$ cat config.mk
export PLATFORM = sky130hd
export DESIGN_NAME = anc_hp_mac
export DESIGN_NICKNAME = d
export VERILOG_FILES = /design/src/anc_hp_pkg.sv /design/src/anc_hp_mac.sv
export SDC_FILE = /design/constraint.sdc
export NUM_CORES = 1
export LEC_CHECK = 0
export ABC_AREA = 0
export BUFFER_PORTS_ARGS = -buffer_cell sky130_fd_sc_hd__buf_4
export CORE_UTILIZATION = 40
export CTS_BUF_LIST = sky130_fd_sc_hd__clkbuf_8
export DETAILED_ROUTE_END_ITERATION = 8
export SYNTH_ARGS = -nofsm -noshare
export SYNTH_HDL_FRONTEND = slang
export SYNTH_SLANG_ARGS = --single-unit
$ cat constraint.sdc
create_clock -name clk -period 8.4 [get_ports clk]
set_input_delay 0.84 -clock clk [delete_from_list [all_inputs] [get_ports clk]]
set_output_delay 0.84 -clock clk [all_outputs]
set_load 0.05 [all_outputs]
$ cat src/anc_hp_pkg.sv
// Shared types, constants and helpers for the high-pass ANC controller.
`timescale 1ns / 1ps

package anc_hp_pkg;

	// Defaults for the top-level parameters
	localparam int DAC_BIAS_DEF  = 2048;
	localparam int COEF_FRAC_DEF = 14;

	// Block averaging length, a power of two
	localparam int AVG_LEN    = 8;
	localparam int AVG_LOG2   = $clog2(AVG_LEN);
	localparam int AVG_CNT_W  = (AVG_LOG2 > 0) ? AVG_LOG2 : 1;
	localparam int ESUM_W     = 16 + AVG_LOG2;
	localparam int DSUM_W     = 12 + AVG_LOG2;

	// Multiplier operand, product and accumulator widths
	localparam int OP_W   = 16;
	localparam int PROD_W = 2 * OP_W;
	localparam int ACC_W  = PROD_W + 2;

	localparam int CFG_IDX_W = 3;
	localparam int CFG_VAL_W = 16;

	// Register indexes
	localparam logic [CFG_IDX_W-1:0] REG_ENABLE    = 3'd0;
	localparam logic [CFG_IDX_W-1:0] REG_HP_GAIN   = 3'd1;
	localparam logic [CFG_IDX_W-1:0] REG_HP_POLE   = 3'd2;
	localparam logic [CFG_IDX_W-1:0] REG_ERR_COEF0 = 3'd3;
	localparam logic [CFG_IDX_W-1:0] REG_ERR_COEF1 = 3'd4;
	localparam logic [CFG_IDX_W-1:0] REG_ERR_COEF2 = 3'd5;
	localparam logic [CFG_IDX_W-1:0] REG_DRV_COEF1 = 3'd6;
	localparam logic [CFG_IDX_W-1:0] REG_DRV_COEF2 = 3'd7;

	// Register reset values
	localparam logic signed [OP_W-1:0] HP_GAIN_RST   = 16'sd16287;
	localparam logic signed [OP_W-1:0] HP_POLE_RST   = 16'sd16192;
	localparam logic signed [OP_W-1:0] ERR_COEF0_RST = 16'sd15861;
	localparam logic signed [OP_W-1:0] ERR_COEF1_RST = -16'sd27002;
	localparam logic signed [OP_W-1:0] ERR_COEF2_RST = 16'sd13804;
	localparam logic signed [OP_W-1:0] DRV_COEF1_RST = -16'sd5154;
	localparam logic signed [OP_W-1:0] DRV_COEF2_RST = 16'sd4099;

	localparam logic signed [15:0] PREV_INPUT_RST = 16'sd1973;

	// Accumulator operations
	localparam logic [1:0] ACC_HOLD = 2'd0;
	localparam logic [1:0] ACC_LOAD = 2'd1;
	localparam logic [1:0] ACC_ADD  = 2'd2;

	typedef struct packed {
		logic [11:0] sample;
	} sample_t;

	typedef struct packed {
		logic [11:0]        dac_code;
		logic               dac_write;
		logic signed [15:0] error_value;
		logic signed [11:0] drive_value;
		logic               mean_valid;
		logic signed [15:0] mean_error;
		logic signed [11:0] mean_drive;
	} result_t;

	typedef struct packed {
		logic [CFG_IDX_W-1:0] index;
		logic [CFG_VAL_W-1:0] value;
	} cfg_wr_t;

	typedef struct packed {
		logic                   enable;
		logic signed [OP_W-1:0] hp_gain;
		logic signed [OP_W-1:0] hp_pole;
		logic signed [OP_W-1:0] err_coef0;
		logic signed [OP_W-1:0] err_coef1;
		logic signed [OP_W-1:0] err_coef2;
		logic signed [OP_W-1:0] drv_coef1;
		logic signed [OP_W-1:0] drv_coef2;
	} coef_t;

	typedef struct packed {
		logic       mul_en;
		logic [1:0] acc_op;
	} mac_ctrl_t;

	// Divide by 2^sh, truncating toward zero
	function automatic logic signed [ACC_W-1:0] shr_trunc(
		input logic signed [ACC_W-1:0] v,
		input int unsigned             sh
	);
		logic signed [ACC_W-1:0] bias;
		bias = v[ACC_W-1] ? ACC_W'((64'd1 << sh) - 64'd1) : '0;
		return (v + bias) >>> sh;
	endfunction

endpackage

$ cat src/anc_hp_mac.sv
// Shared 16x16 signed multiplier with registered product and accumulator.
`timescale 1ns / 1ps

module anc_hp_mac (
	input  logic                                        clk,
	input  anc_hp_pkg::mac_ctrl_t                       ctrl,
	input  logic signed [anc_hp_pkg::OP_W-1:0]          op_a,
	input  logic signed [anc_hp_pkg::OP_W-1:0]          op_b,
	output logic signed [anc_hp_pkg::ACC_W-1:0]         sum
);

	localparam int AW = anc_hp_pkg::ACC_W;

	logic signed [anc_hp_pkg::PROD_W-1:0] prod_q;
	logic signed [AW-1:0]                 acc_q;
	logic signed [AW-1:0]                 prod_ext;

	assign prod_ext = AW'(prod_q);
	assign sum      = acc_q + prod_ext;

	always_ff @(posedge clk) begin
		if (ctrl.mul_en) begin
			prod_q <= op_a * op_b;
		end
		case (ctrl.acc_op)
			anc_hp_pkg::ACC_LOAD: acc_q <= prod_ext;
			anc_hp_pkg::ACC_ADD:  acc_q <= sum;
			default: ;
		endcase
	end

endmodule

## Yosys cells after proc, flatten, opt, wreduce, memory -nomap -nowiden

Cells that the tools add are included.

- Flip-flop bits (word level): 66
- Input bits: 36
- Word-level logic and storage cells: 8

- $add $sub $neg: 1
- Multipliers: 1
- Eq/ne operators: 2
- Multiplexer cells: 1
- Reduce and logical (&&, ||, !) cells: 1

Operators by type and width:

| kind | count |
|---|---|
| $pmux W34 S2 | 1 |
| $add A34 B32 Y34 | 1 |
| $mul A16 B16 Y32 | 1 |
| $eq A2 B1 Y1 const B | 1 |
| $eq A2 B2 Y1 const B | 1 |
| $reduce_bool A2 Y1 | 1 |

## Depth between registers and ports, before layout

- Depth in word-level cells: 2
- Depth in mapped cells: 24
- Depth with buffers taken out: 23

## Least setup slack after synthesis

Ideal clock, no wire load.

- Kind: input port to flip-flop
- From: in op_a[7] (netlist name)
- To: reg prod_q[31] (netlist name) (data pin)
- Setup time: 0.260 ns
- Arrival time: 6.367 ns
- Path slack: 1.773 ns
- Stages on the path: 23
- Path buffers: 1
- Cell sequence: clkbuf_1 > nand2_1 > fa_1 > inv_1 > fa_1 > inv_1 > fa_1 > inv_1 > fa_1 > fa_1 > inv_1 > fa_1 > inv_1 > ha_1 > and3_1 > nand3_1 > nor3_1 > o41ai_2 > o211ai_1 > or4_1 > a31o_1 > a21oi_2 > xnor2_1

- Word-level cells in the longest chain between the ends: 1

RTL lines:

| what | line | text |
|---|---|---|
| start: declaration | anc_hp_mac.sv:7 | `input logic signed [anc_hp_pkg::OP_W-1:0] op_a,` |
| $mul A16 B16 Y32 | anc_hp_mac.sv:23 | `prod_q <= op_a * op_b;` |
| end signal: assignment | anc_hp_mac.sv:23 |  |
| end: declaration | anc_hp_mac.sv:14 | `logic signed [anc_hp_pkg::PROD_W-1:0] prod_q;` |

Every way passes these cells.
A chain may end at the register's enable or synchronous reset.

## Worst setup path in the final report

- From: in op_a[8] (netlist name)
- To: reg prod_q[31] (netlist name) (data pin)

Same word-level chain as after synthesis.

==> results.sh <==
export IMPL_status="finished, final reports clean"
export IMPL_ant_nets=0
export IMPL_synth_area_top_cells="fa_1 (38%), edfxtp_1 (14%), ha_1 (10%), inv_1 (8.3%), and2_1 (5.5%)"
export IMPL_clock_latency_ns=0.36
export IMPL_finalSetupViolCount=0
export IMPL_overflow=0
export IMPL_diodes=0
export IMPL_remaining_drc_errors=0
export IMPL_gp_congestion=0.866
export IMPL_via_per_inst=5.01
export IMPL_synth_edf_count=66
export IMPL_min_path_type="reg2reg"
export IMPL_hpwl_mm=26.8
export IMPL_root_buffer="clkbuf_8"
export IMPL_area_growth_pct=8.26
export IMPL_die_h_microns=189
export IMPL_hold_viol=0
export IMPL_vias=9816
export IMPL_synth_seq_cells=66
export IMPL_mappedNetlistNets=1869
export IMPL_synth_top_area_share_pct=37.6
export IMPL_ys_seq_area_share_pct=14.2
export IMPL_cts_tree="built"
export IMPL_drt_total_wl_mm=31.9
export IMPL_yosys_warnings=0
export IMPL_drtPass1Iterations=5
export IMPL_ys_top_cells_by_count="inv_1 (308), fa_1 (263), nand2_1 (153)"
export IMPL_antenna_found_initial=0
export IMPL_cp_data_required_time_ns=8.49
export IMPL_synth_top_area_cell="fa_1"
export IMPL_grt_usage_pct=18.9
export IMPL_fin_nets=1914
export IMPL_drt_iter0_drc=625
export IMPL_arrival_ns=6.77
export IMPL_timing_clock_skew_ns=0.0155
export IMPL_core_area_sq_um=34500
export IMPL_path_class="in2reg"
export IMPL_max_slew_margin_pct=53.3
export IMPL_wl_per_cell_microns=16.3
export IMPL_num_rows=68
export IMPL_grt_max_degree=36
export IMPL_cts_buffer_depth=2
export IMPL_fill_cells=3336
export IMPL_ys_flop_type="edfxtp_1"
export IMPL_cts_sinks=66
export IMPL_clk_pin_slew_ns=0.07
export IMPL_drive_gt1_share_pct=8.11
export IMPL_worstMarginPinSlew_ns=0.682
export IMPL_synthDistinctLibCells=62
export IMPL_netlist_area_sq_um=14000
export IMPL_io_buffers=69
export IMPL_cts_buffers_inserted=9
export IMPL_drv_slew=0
export IMPL_post_synth_top_count_cell="inv_1"
export IMPL_synth_area_per_cell_sq_um=9.62
export IMPL_die_w_microns=189
export IMPL_htree_levels=3
export IMPL_drv_cap=0
export IMPL_startpoint_type="input pin"
export IMPL_synthArstFlopShare_pct=0
export IMPL_ctsResizeCount=0
export IMPL_hold_buffers=0
export IMPL_dieArea_sq_um=35700
export IMPL_cts_setup_buffers=0
export IMPL_grt_pass1_vias=10400
export IMPL_fin_crit_ns=6.67
export IMPL_initial_core_util_pct=40.6
export IMPL_netlist_instances=1454
export IMPL_max_freq_mhz=150
export IMPL_ios=70
export IMPL_path_max_fanout=16
export IMPL_grt_pass1_wl_mm=54.0
export IMPL_worst_setup_path_end_kind="register"
export IMPL_rsz0062_at_grt="no"
export IMPL_fin_crit_sh_pct=79.4
export IMPL_setup_tns_ns=0
[path summary, 6_finish.rpt]
| check | startpoint | to | slack (ns) | depth (start not counted) |
|---|---|---|---|---|
| hold / removal | prod_q[19]$_DFFE_PP_ | acc_q[19]$_DFFE_PP_ | 0.59 | 1 |
| setup reg to reg | prod_q[0]$_DFFE_PP_ | acc_q[22]$_DFFE_PP_ | 5.10 | 12 |
| hold reg to reg | prod_q[19]$_DFFE_PP_ | acc_q[19]$_DFFE_PP_ | 0.59 | 1 |
| setup / recovery | op_a[8] | prod_q[31]$_DFFE_PP_ | 1.73 | 22 |
[kinds of logic after synthesis]
logic type | count (synthesis) | share of synthesized area (%)
mux | 29 | 2.32
fa+ha+maj | 379 | 48.0
compound gates | 176 | 8.41
xor+xnor | 62 | 3.88
buf+inv | 346 | 9.28
simple gates | 396 | 13.9
flops | 66 | 14.2
[metal layers]
| layer | routed length (microns) | global-route usage (%) |
|---|---|---|
| met5 | 0 | 0 |
| met4 | 299 | 3.38 |
| met3 | 1290 | 1.20 |
| met2 | 14700 | 31.6 |
| met1 | 15600 | 27.3 |
[worst max-delay path: stages]
cell and delay [ns]:
buf_4 0.18, and2_1 0.20, fa_1 0.55, inv_1 0.05, fa_1 0.47, fa_1 0.52, inv_1 0.06, fa_1 0.49
fa_1 0.50, inv_1 0.05, fa_1 0.48, inv_1 0.04, ha_1 0.34, and3_1 0.24, nand3_1 0.12, nor3_1 0.07
o41ai_2 0.47, o211ai_1 0.19, or4_1 0.45, a31o_1 0.24, a21oi_2 0.14, xnor2_1 0.07
[stage by stage]
stage / cells / setup WS (ns) / hold slack (ns) / util (%) / area [sq um]
floorplan: 1454 / 1.77 / 0.531 / - / 14000
global placement: 1943 / 1.47 / 0.576 / 43.4 / 15000
detailed placement: 1943 / 1.34 / 0.580 / 43.4 / 15000
CTS: 1959 / 1.74 / 0.601 / 44.0 / 15200
global route: 1959 / 1.52 / 0.609 / 44.0 / 15200
finish: 1959 / 1.73 / 0.592 / 44.0 / 15200
[registers in the layout (all words and copies together) (netlist names)]
name	count
acc_q	34
prod_q	32
[layout make-up]
cell class / instances / area, sq um / area share (%)
clock buffers: 9 / 124 / 0.818
clock inverters: 7 / 68.8 / 0.454
multi-input cells: 1042 / 10700 / 70.7
well taps: 455 / 569 / 3.76
repair buffers: 71 / 533 / 3.52
flip-flops and latches: 66 / 1980 / 13.1
inverters: 309 / 1160 / 7.66
[placed cells by master, fill, tap and decap left out, drive strengths merged, types with 6 or more instances in the layout]
cell and count:
inv 308, fa 263, nand2 153, and2 123, ha 116, buf 71
edfxtp 66, a21oi 59, nor2 53, xnor2 46, o21ai 32, mux2 28
a21o 25, xor2 16, nand2b 11, o21a 11, nand3 11, clkbuf 9
a211oi 8, o21bai 7, and3 7, nor3 7, clkinv 7, nor2b 6
nand4 6
Power is not shown: default switching activity piles up to over one toggle a cycle in this logic, so the estimate is an artifact.
